<file path="config.mk">
export PLATFORM = sky130hd
export DESIGN_NAME = rleb_wb
export DESIGN_NICKNAME = d
export VERILOG_FILES = /design/src/sv/rleb_pkg.sv /design/src/sv/rleb_wb.sv
export SDC_FILE = /design/constraint.sdc
export NUM_CORES = 1
export LEC_CHECK = 0
export BUFFER_PORTS_ARGS = -buffer_cell sky130_fd_sc_hd__clkbuf_2
export CORE_AREA = 10 10 53 85
export DETAILED_ROUTE_END_ITERATION = 8
export DIE_AREA = 0 0 63 95
export PLACE_DENSITY = 0.73
export SYNTH_ARGS = -nofsm -noshare
export SYNTH_HDL_FRONTEND = slang
export SYNTH_SLANG_ARGS = --single-unit
</file>
<file path="constraint.sdc">
create_clock -name clk -period 2.4 [get_ports clk]
set_clock_uncertainty 0.05 [all_clocks]
set_input_delay 0.24 -clock clk [delete_from_list [all_inputs] [get_ports clk]]
set_output_delay 0.24 -clock clk [all_outputs]
set_load 0.1 [all_outputs]
</file>
<file path="src/sv/rleb_pkg.sv">
// shared types, codes and constants of the run-length image blitter
package rleb_pkg;

    // default sizes
    localparam int FB_BYTES_DEF  = 32768;
    localparam int MAX_PITCH_DEF = 256;

    // command modes
    localparam logic [1:0] MODE_BEGIN = 2'd0;
    localparam logic [1:0] MODE_CODE  = 2'd1;
    localparam logic [1:0] MODE_READ  = 2'd2;
    localparam logic [1:0] MODE_WRITE = 2'd3;

    // configuration register indexes
    localparam logic [1:0] REG_FB_PITCH    = 2'd0;
    localparam logic [1:0] REG_DEST_BASE   = 2'd1;
    localparam logic [1:0] REG_IMAGE_PAIRS = 2'd2;
    localparam logic [1:0] REG_IMAGE_ROWS  = 2'd3;

    // configuration reset values
    localparam logic [8:0]  FB_PITCH_RST    = 9'd160;
    localparam logic [14:0] DEST_BASE_RST   = 15'd0;
    localparam logic [8:0]  IMAGE_PAIRS_RST = 9'd1;
    localparam logic [9:0]  IMAGE_ROWS_RST  = 10'd1;

    // result kinds
    localparam logic KIND_READ = 1'b0;
    localparam logic KIND_DONE = 1'b1;

    // stream codes and pixel masks
    localparam logic [7:0] END_MARK  = 8'd62;
    localparam logic [7:0] WHITE_HI  = 8'h38;
    localparam logic [7:0] WHITE_LO  = 8'h07;
    localparam int         FLAG_HI_B = 7;
    localparam int         FLAG_LO_B = 6;

    localparam int CFG_DATA_W = 15;

    typedef struct packed {
        logic [1:0]  mode;
        logic [7:0]  code_byte;
        logic [14:0] address;
        logic [7:0]  write_data;
    } cmd_t;

    typedef struct packed {
        logic       result_kind;
        logic [7:0] read_data;
        logic       ended_early;
    } result_t;

    // one emitted value headed for read-modify-write
    typedef struct packed {
        logic       vld;
        logic [7:0] value;
    } emit_t;

    // composite a value into a framebuffer byte
    function automatic logic [7:0] composite(input logic [7:0] old_byte,
                                             input logic [7:0] value);
        logic [7:0] b;
        b = old_byte;
        if (value[FLAG_HI_B])
        begin
            b = b | WHITE_HI;
        end
        if (value[FLAG_LO_B])
        begin
            b = b | WHITE_LO;
        end
        return b & value;
    endfunction

endpackage

</file>
<file path="src/sv/rleb_wb.sv">
// write-back stage: composites read data with the emitted value, forwards its own last write
module rleb_wb #(
    parameter int AW = 15
) (
    input  logic            clk,
    input  logic            rst_n,
    input  rleb_pkg::emit_t issue,
    input  logic [AW-1:0]   issue_addr,
    input  logic [7:0]      rdata,
    output logic            wr_en,
    output logic [AW-1:0]   wr_addr,
    output logic [7:0]      wr_data,
    output logic            pending
);
    import rleb_pkg::*;

    logic          vld_reg;
    logic [AW-1:0] addr_reg;
    logic [7:0]    val_reg;
    logic          fwd_vld_reg;
    logic [AW-1:0] fwd_addr_reg;
    logic [7:0]    fwd_data_reg;
    logic [7:0]    old_byte;
    logic [7:0]    merged;

    // stage control
    always_ff @(posedge clk or negedge rst_n)
    begin
        if (!rst_n)
        begin
            vld_reg     <= 1'b0;
            fwd_vld_reg <= 1'b0;
        end
        else
        begin
            vld_reg     <= issue.vld;
            fwd_vld_reg <= vld_reg;
        end
    end

    // stage payload
    always_ff @(posedge clk)
    begin
        addr_reg     <= issue_addr;
        val_reg      <= issue.value;
        fwd_addr_reg <= addr_reg;
        fwd_data_reg <= merged;
    end

    // the write of the previous cycle is not yet visible in the read data
    always_comb
    begin
        old_byte = (fwd_vld_reg && (fwd_addr_reg == addr_reg)) ? fwd_data_reg : rdata;
        merged   = composite(old_byte, val_reg);
    end

    assign wr_en   = vld_reg;
    assign wr_addr = addr_reg;
    assign wr_data = merged;
    assign pending = vld_reg;

endmodule

</file>
# Word level (Yosys, flattened, before mapping)
# Index checks and enable logic that the tools add are counted.
[word_totals]
register_bits = 48
inputBits = 34
output_inout_bits = 25
elab_cells = 12
[op_classes]
n_eq_ne = 1
n_mux = 3
bitwise = 1
n_reduce_logical = 1
[op_table]
columns = ["operator", "count"]
rows = [
  ["equality test 15 bit", 1],
  ["AND 8 bit", 1],
  ["two-way mux 8 bit", 1],
  ["two-way mux 6 bit", 1],
  ["two-way mux 3 bit", 1],
  ["logical AND 1 bit", 1],
]

# Longest topological paths before layout
[logic_depth]
depth_word = 6
depth_mapped = 5
ltp_nobuf = 5

# Worst setup path after synthesis
# Ideal clock, no wire load.
[synth_timing]
path_kind = "register to register"
start = "register addr_reg[5] (netlist: wr_addr[5])"
end = "register fwd_data_reg[6]"
setup_ns = 0.271
arrival_ns = 3.335
required_ns = 2.079
setup_slack_ns = -1.256
stages_incl_launch_ff = 6
n_path_buf = 0
synth_period_minus_slack_ns = 3.656
cell_sequence = "dfxtp_1 > xnor2_1 > nand4_1 > nor4_4 > mux2i_1 > nor2b_1"
[synth_between]
elab_chain_cells = 4
[synth_lines]
columns = ["element", "line", "source"]
rows = [
  ["start, declared", "rleb_wb.sv:18", "logic [AW-1:0] addr_reg;"],
  ["start signal, assigned", "rleb_wb.sv:44", "addr_reg <= issue_addr;"],
  ["equality test 15 bit", "rleb_wb.sv:53", "old_byte = (fwd_vld_reg && (fwd_addr_reg == addr_reg)) ? fwd_data_reg : rdata;"],
  ["logical AND 1 bit", "rleb_wb.sv:53", ""],
  ["two-way mux 8 bit", "rleb_wb.sv:53", ""],
  ["AND 8 bit", "rleb_pkg.sv:71", "return b & value;"],
  ["via wr_data[6]", "rleb_wb.sv:12", "output logic [7:0] wr_data,"],
  ["end signal, assigned", "rleb_wb.sv:47", "fwd_data_reg <= merged;"],
  ["end, declared", "rleb_wb.sv:22", "logic [7:0] fwd_data_reg;"],
]
# The timed path passes the listed nets, and every way through them passes these cells.

# Worst setup path in the final report
[layout_timing]
start = "register addr_reg[8] (netlist: wr_addr[8])"
end = "output port wr_data[5]"
[layout_between]
elab_chain_cells = 5
[layout_lines]
columns = ["element", "line", "source"]
rows = [
  ["equality test 15 bit", "rleb_wb.sv:53", ""],
  ["logical AND 1 bit", "rleb_wb.sv:53", ""],
  ["two-way mux 8 bit", "rleb_wb.sv:53", ""],
  ["two-way mux 6 bit", "rleb_pkg.sv:63", "if (value[FLAG_HI_B])"],
  ["AND 8 bit", "rleb_pkg.sv:71", ""],
  ["end, declared", "rleb_wb.sv:12", ""],
]
# Every way passes these cells.

==> metrics.md <==
| Metric | Value |
|---|---|
| Max cap viols | 0 |
| Crit Path Max Fanout | 8 |
| Fillcell total | around 190 |
| Via density per instance | between 4 and 5 |
| Largest net degree at the start of global routing | 16 |
| Largest family of logic cells by synthesized area | XOR/XNOR gates |
| Synth Area in Adders | 0 |
| CP Launch Type | flop |
| Layout cells sized above 1 | 0.641 |
| Clk Latency, worst-skew pair | roughly 0.30 ns |
| Post-synth EDFFs | 0 |
| Routed wire length | 3490 um |
| I/O pin cnt | just under 60 |
| Initial antenna violation count | 0 |
| Peak Freq | 410 MHz |
| Die Y | 95 um |
| Syn nets | approximately 120 |
| Final Hold Vio Count | 0 |
| Met3 WL | 356 um |
| Synth cell types | 10 |
| CP endpoint kind | primary output |
| Leakage | between 1 and 1.5 nW |
| Met2 wire len | ~1900 um |
| Mean Syn Cell Area | 15.3 um^2 |
| Initial Util | 0.414 |
| CTS Sinks | 48 |
| Synth Cell Area | about 0.0013 mm^2 |
| CP Class | flop to primary output |
| HPWL after DPL | between 2000 and 2500 um |
| Final Max Slew Viols | 0 |
| Num CTS Buffers | 5 |
| Grt ovf | 0 |
| #FFs+latches synth | 48 |
| Setup Total Neg Slack | -0.206 ns |
| Sequential area share after synthesis | 0.746 |
| GRT Resource Usage Total | 0.124 |
| Req. time, crit path | between 2 and 2.5 ns |
| Post-synthesis simple-gate area fraction | 0.0452 |
| Arr. time, crit path | ~2.2 ns |
| DR pass1 iterations | 2 |
| Clock Root Buffer | clkbuf_8 |
| DR top layer | met4 |
| Met1 WL | 1130 um |
| Port bufs | 58 |
| XOR/XNOR Fraction of Synth Area | 0.101 |
| Worst-Margin Slew | 0.564 ns |
| Area share of the largest cell type after synthesis | 0.708 |
| Die Wd | between 60 and 70 um |
| Final period utilization | 1.02 |
| Number of global-route vias before repair | between 1000 and 1500 |
| HP Class | primary input to asynchronous set/reset pin |
| CTS Buffer Depth | 2 |
| Status | complete, but fails checks |
| Synthesis-to-layout area growth | 85.2% |
| Failing checks | setup timing |
| H-Tree Level Count | 2 |
| Placeable Area | roughly 0.0031 mm^2 |
| Unrepaired setup endpoints after global routing | yes |
| Synthesized instance count | 85 |
| Post-synth ARST share | 0.0417 |
| NumNets Final | between 200 and 250 |
| Final antenna-violating net count | 0 |
| First-pass GRT wire length | roughly 5700 um |
| CTS tree | built |
| Clk pin slew, worst setup/hold paths | ~0.08 ns |
| Cell Pwr Density | between 700 and 800 mW/mm^2 |
| Yosys Warn Count | 0 |
| GP Congestion | roughly 0.6 |
| Max_slew headroom | 0.625 |
| Synth Area in Compound Gates | 0.0346 |
| Final worst path period need | between 2 and 2.5 ns |
| Synth top area cells | dfxtp_1 (71%), xnor2_1 (10%), mux2_2 (5.2%), dfrtp_1 (3.8%), o21a_1 (3.5%) |
| Setup violators final | 6 |
| DRC violations left | 0 |
| Ant. Diodes | 0 |
| Most numerous cell in the Yosys netlist | dfxtp_1 |
| Main synth FF type | dfxtp_1 |
| Most common library cells after synthesis | dfxtp_1 (46), xnor2_1 (15), mux2_2 (6), o21a_1 (6), nand4_1 (4) |
| Via Count | a little under 1000 |
| Die area | 0.00599 mm^2 |
| Drt initial violations | 19 |
| Final worst slack | -0.0413 ns |
| Mux cell area share after synthesis | 0.0673 |
| Avg WL per Cell | ~16 um |
| Cell taking the most area after synthesis | dfxtp_1 |
| Setup WS pre-CTS | 0.225 ns |
| FP Rows | 27 |
| Peak VDD IR | between 800 and 900 uV |
## through the flow
| step | power [mW] | instances | util | area [um^2] | hold WS [ns] |
|---|---|---|---|---|---|
| after global placement | 1.18 | 186 | 0.599 | 1880 | -0.0237 |
| after floorplan | 1.10 | 85 | - | 1420 | -0.106 |
| final | 1.78 | 224 | 0.767 | 2410 | 0.203 |
| after CTS | 1.78 | 222 | 0.739 | 2320 | 0.208 |
| after global routing | 1.86 | 224 | 0.767 | 2410 | 0.203 |
| after detailed placement | 1.19 | 186 | 0.599 | 1880 | -0.0213 |
## what timing repair did
item | 4_1_cts | 5_1_grt
resized for setup | 11 | 11
setup endpoints to repair | 6 | 8
hold buffers | 25 | 0
pin swaps | 4 | 8
endpoints found under the hold margin | 26 | 0
buffers inserted | 3 | 2
## layout by cell type, fill, tap and decap left out
cell type | synthesis | final
dfxtp_1 | 46 | 29
nor4_4 | 1 | 1
buf_4 | 1 | 5
buf_6 | 0 | 1
clkinv_4 | 0 | 1
mux2i_1 | 2 | 1
clkbuf_16 | 0 | 1
xnor2_1 | 15 | 4
buf_12 | 0 | 8
nand4_1 | 4 | 4
clkbuf_8 | 0 | 6
xnor2_2 | 0 | 11
mux2_4 | 0 | 6
nor2b_4 | 0 | 2
mux2i_4 | 0 | 1
clkbuf_2 | 0 | 50
dfxtp_2 | 0 | 2
dfxtp_4 | 0 | 15
dfrtp_1 | 2 | 2
o21a_4 | 0 | 6
dlygate4sd3_1 | 0 | 25
## power breakdown
group	switching, mW	total, mW	internal (mW)
clock network	0.255	0.553	0.298
logic	0.223	0.364	0.140
registers	0.0333	0.868	0.835
total	0.512	1.78	1.27
## final timing paths
kind                                     start                       end  slack, ns  cells after the start
setup / recovery            wr_addr[8]$_DFF_P_                wr_data[5]      -0.04                      7
hold / removal                           rst_n         pending$_DFF_PN0_       0.20                      2
setup reg to reg            wr_addr[8]$_DFF_P_   fwd_data_reg[5]$_DFF_P_       0.56                      6
hold reg to reg            wr_addr[13]$_DFF_P_  fwd_addr_reg[13]$_DFF_P_       0.33                      0
max in group asynchronous                rst_n     fwd_vld_reg$_DFF_PN0_       2.00                      2
min in group clk                      rdata[7]   fwd_data_reg[7]$_DFF_P_       0.25                      3
## final cells by class
cell class              instances  area (um^2)  share of cell area
flip-flops and latches         48         1030               0.427
clock inverters                 1         8.76             0.00363
well taps                      43         53.8              0.0223
multi-input cells              36          500               0.208
repair buffers                 89          709               0.294
clock buffers                   7          108              0.0447
## metal layers
layer,track usage,vias up
met2,0.228,41
met5,0,-
met3,0.0758,4
li1,-,472
met4,0.0562,0
met1,0.101,455
## worst max-delay path, cell delays in order (launching register included)
cell and delay (ns):
dfxtp_4 0.36, xnor2_2 0.14, nand4_1 0.15, nor4_4 0.30
buf_6 0.19, mux2_4 0.31, o21a_4 0.21, buf_12 0.16
## cells by family after synthesis
family / after synthesis
flops: 48
mux: 8
compound gates: 6
buf+inv: 1
xor+xnor: 15
simple gates: 7
Power figures use the tool's default switching activity.
